===== src/hw/rtl/safc_pkg.sv =====
`timescale 1ns / 1ps
// ----------------------------------------------------------------------------
// safc_pkg
// Shared types and constants of the set-associative FIFO cache tag store.
// ----------------------------------------------------------------------------
package safc_pkg;

  localparam int unsigned MAX_SETS  = 64;
  localparam int unsigned MAX_WAYS  = 8;
  localparam int unsigned ADDR_BITS = 48;

  localparam int unsigned AGE_W = 4;
  localparam logic [AGE_W-1:0] AGE_MAX = 4'd15;

  localparam int unsigned CFG_IDX_W  = 2;
  localparam int unsigned CFG_DATA_W = 5;

  // configuration register map
  typedef enum logic [CFG_IDX_W-1:0] {
    CFG_OFFSET_BITS = 2'd0,
    CFG_SET_BITS    = 2'd1,
    CFG_WAYS_IN_USE = 2'd2,
    CFG_PREFETCH_EN = 2'd3
  } cfg_idx_e;

  localparam logic [4:0] OFFSET_BITS_RST = 5'd4;
  localparam logic [2:0] SET_BITS_RST    = 3'd0;
  localparam logic [3:0] WAYS_RST        = 4'd1;
  localparam logic       PREFETCH_RST    = 1'b0;

  // per-way bookkeeping kept in the metadata memory
  typedef struct packed {
    logic             valid;
    logic [AGE_W-1:0] age;
  } meta_t;

  typedef enum logic [3:0] {
    ST_CLEAR = 4'b0001,
    ST_IDLE  = 4'b0010,
    ST_LOOK1 = 4'b0100,
    ST_LOOK2 = 4'b1000
  } state_e;

endpackage


===== src/hw/rtl/safc_lookup.sv =====
`timescale 1ns / 1ps
// ----------------------------------------------------------------------------
// safc_lookup
// Tag compare, FIFO victim choice and aging over one set row.
// ----------------------------------------------------------------------------
module safc_lookup #(
  parameter int unsigned MaxWays  = safc_pkg::MAX_WAYS,
  parameter int unsigned AddrBits = safc_pkg::ADDR_BITS,
  localparam int unsigned WayCntW = $clog2(MaxWays + 1)
) (
  input  logic [MaxWays-1:0][AddrBits-1:0] tags_i,
  input  safc_pkg::meta_t [MaxWays-1:0]    meta_i,
  input  logic [AddrBits-1:0]              tag_i,
  input  logic [WayCntW-1:0]               ways_i,
  output logic                             hit_o,
  output logic [MaxWays-1:0][AddrBits-1:0] tags_o,
  output safc_pkg::meta_t [MaxWays-1:0]    meta_o
);

  localparam int unsigned WayIdxW = (MaxWays > 1) ? $clog2(MaxWays) : 1;

  logic                         empty_found;
  logic [WayIdxW-1:0]           empty_pick;
  logic [WayIdxW-1:0]           old_pick;
  logic [WayIdxW-1:0]           pick;
  logic [safc_pkg::AGE_W-1:0]   best_age;
  logic [MaxWays-1:0]           in_use;

  always_comb begin
    hit_o       = 1'b0;
    empty_found = 1'b0;
    empty_pick  = '0;
    old_pick    = '0;
    best_age    = '0;
    for (int w = 0; w < MaxWays; w++) begin
      in_use[w] = (WayCntW'(w) < ways_i);
      if (in_use[w] && meta_i[w].valid && (tags_i[w] == tag_i)) begin
        hit_o = 1'b1;
      end
      if (in_use[w] && !meta_i[w].valid && !empty_found) begin
        empty_found = 1'b1;
        empty_pick  = WayIdxW'(w);
      end
      // strict compare keeps the lowest way on ties
      if (in_use[w] && (meta_i[w].age > best_age)) begin
        best_age = meta_i[w].age;
        old_pick = WayIdxW'(w);
      end
    end
    pick = empty_found ? empty_pick : old_pick;
  end

  always_comb begin
    tags_o = tags_i;
    meta_o = meta_i;
    for (int w = 0; w < MaxWays; w++) begin
      if (in_use[w] && meta_i[w].valid && (meta_i[w].age < safc_pkg::AGE_MAX)) begin
        meta_o[w].age = meta_i[w].age + 1'b1;
      end
    end
    tags_o[pick]       = tag_i;
    meta_o[pick].valid = 1'b1;
    meta_o[pick].age   = safc_pkg::AGE_W'(1);
  end

endmodule


===== config.mk =====
export PLATFORM = sky130hd
export DESIGN_NAME = safc_lookup
export DESIGN_NICKNAME = d
export VERILOG_FILES = /design/src/hw/rtl/safc_pkg.sv /design/src/hw/rtl/safc_lookup.sv
export SDC_FILE = /design/constraint.sdc
export NUM_CORES = 1
export LEC_CHECK = 0
export BUFFER_PORTS_ARGS = -buffer_cell sky130_fd_sc_hd__buf_4
export CAP_MARGIN = 10
export CORE_AREA = 5 5 346 348
export DETAILED_ROUTE_END_ITERATION = 6
export DIE_AREA = 0 0 351 353
export GPL_ROUTABILITY_DRIVEN = 0
export GPL_TIMING_DRIVEN = 1
export PLACE_DENSITY_LB_ADDON = 0.25
export SLEW_MARGIN = 20
export SYNTH_ARGS = -nofsm -noshare
export SYNTH_HDL_FRONTEND = slang
export SYNTH_SLANG_ARGS = --single-unit

===== constraint.sdc =====
create_clock -name vclk -period 51.3
set_input_delay 10.26 -clock vclk [all_inputs]
set_output_delay 10.26 -clock vclk [all_outputs]
set_load 0.01 [all_outputs]

==> run summary <==
Synth top area share: 0.233
Post-Synth Adder-Cell Area: 0.0358
final worst path period share: 0.712
arrival time at the worst endpoint: 26.29 ns
RSZ-0062 raised after global routing: no
Ys Warns: 0
startpoint types: input port
I/O pin total: 901
via count: 15,000
min cycle time layout: 36.55 ns
final worst slack: 14.75 ns
fillers: 13,300
Layout Cell Area excl Fill: 20,200 um^2
dpl cells: 3,713
grt total ovfl: 0
hold crit path type: in -> out
Synth-to-Final Area Change: 70.8%
Setup CP Type: in -> out
Post-Layout Cell Count: 3,734
global-route wire length before repair: 176 mm
Post-Syn Nets: 1,916
largest net degree at the start of global routing: 54
post-synthesis xor/xnor area fraction: 0.295
Setup Buffers After CTS: 0
Place WS: 14.73 ns
Peak Freq: 27.4 MHz
TNS Setup: 0 ns
Die Y: 353 um
compound-gate portion of the synthesized area: 0.0710
Max Slew Vio Count: 0
largest family of logic cells by synthesized area: multiplexers
fraction of layout cells with a size suffix above 1: 0.573
Slew @ Worst Pin: 1.14 ns
largest stage delay on the critical path: 0.83 ns
CP endpoint kind: primary output
All-Layer GR Usage: 0.218
drt total wl: 144 mm
worst-path fanout max: 40
CP dominant cell by count: ha_1
vias in the first global route: 15,400
WP data required: 41.04 ns
final net count: 2,700
post-cts resize count: 0
# hold bufs at CTS: 0
Hold Path Depth: 3
First-pass DRT Iterations: 5
sequential cell count: 0
post-DP HPWL: 126 mm
CP startpoint: ways_i[3]
CP Capture Point: tags_o[320]
synth unique cells: 69
area of the multi-input gates: 11,100 um^2
die area: 124,000 um^2
initial antenna violation count: 64
1st-iter DRT viols: 1,132
simple-gate portion of the synthesized area: 0.126
vias per inst: 4.02
register area share after synthesis: 0
FP Rows: 125
status: complete, no violations
mux share of post-synthesis cell area: 0.401
drt wl/cell: 38.5 um
Final Hold Viols: 0
CLK BUF: 0
Mapped Cells: 1,407
Die Wd: 351 um
maxcap violations: 0
Initial Util: 0.102
dpl cell area: 20,100 um^2
Port Buf Inserts: 900
Antenna Violating Nets Remaining: 0
syn_area_per_cell: 8.40 um^2
Worst slew margin: 0.239
Final setup viols: 0
commonest non-fill, non-tap cells in the layout: buf_4, mux2_2, xor2_1
Synth area leaders: mux2_2, xor2_1, xnor2_1
DRC Markers: 0
Core Region: 116,000 um^2
post-synthesis cell area: 11,800 um^2
slowest cell on the critical path: nor3_4
largest area contributor in the netlist: mux2_2
commonest non-fill, non-tap cell in the layout: buf_4
FF/Latch Area: 0 um^2
-- logic make-up (layout without fill, tap and decap cells) --
logic type	Yosys count	count (layout)
xor+xnor	398	398
fa+ha+maj	34	34
simple gates	261	261
other cells	1	22
mux	407	407
compound gates	114	114
buf+inv	192	974
-- area by class of cell --
| type | instances | area share |
|---|---|---|
| antenna | 21 | 0.00260 |
| tap | 1524 | 0.0945 |
| inverter | 42 | 0.00781 |
| timing repair buffer | 932 | 0.347 |
| multi-input combinational | 1215 | 0.549 |
-- per-layer routing --
metal  up-vias  GRT usage  routed length, um
li1       6639          -                  -
met1      7494      0.270              59000
met3        99     0.0588              11900
met2       715      0.391              70600
met5         -          0                294
met4        46     0.0190               1930
-- synth_stat cells, types with 8 or more instances --
master / instances
xor2_1: 226
mux2_4: 46
mux2_1: 101
ha_1: 33
mux2i_1: 15
o21ai_0: 18
nand2b_1: 11
buf_6: 8
inv_1: 42
nand3_1: 11
xnor2_1: 172
a31oi_1: 14
a21oi_1: 17
nor4_1: 72
nand4_1: 65
buf_2: 33
clkbuf_1: 103
mux2_2: 245
nand2_1: 43
nor2_1: 22
-- worst min-delay path by stage --
| stage | slack, ns | endpoint | startpoint |
|---|---|---|---|
| floorplan | 20.63 | meta_o[34] | meta_i[34] |
| detailed placement | 20.83 | tags_o[238] | tags_i[238] |
| finish | 20.84 | tags_o[238] | tags_i[238] |
| global placement | 20.84 | tags_o[238] | tags_i[238] |
| CTS | 20.84 | tags_o[238] | tags_i[238] |
| global route | 20.85 | tags_o[211] | tags_i[211] |
-- metrics by stage --
step / hold WS [ns] / util
after floorplan: 20.63 / -
after detailed placement: 20.83 / 0.174
after global routing: 20.85 / 0.174
final: 20.84 / 0.174
after CTS: 20.84 / 0.174
after global placement: 20.84 / 0.174
-- critical path: cells and delay by family --
kind                     cells  cell delay [ns]
AND/OR/NAND/NOR             17             3.97
multiplexers                 6             2.27
adder cells (fa/ha/maj)      7             1.79
buffers and inverters        7             1.38
AO/OA/AOI/OAI               26             6.54
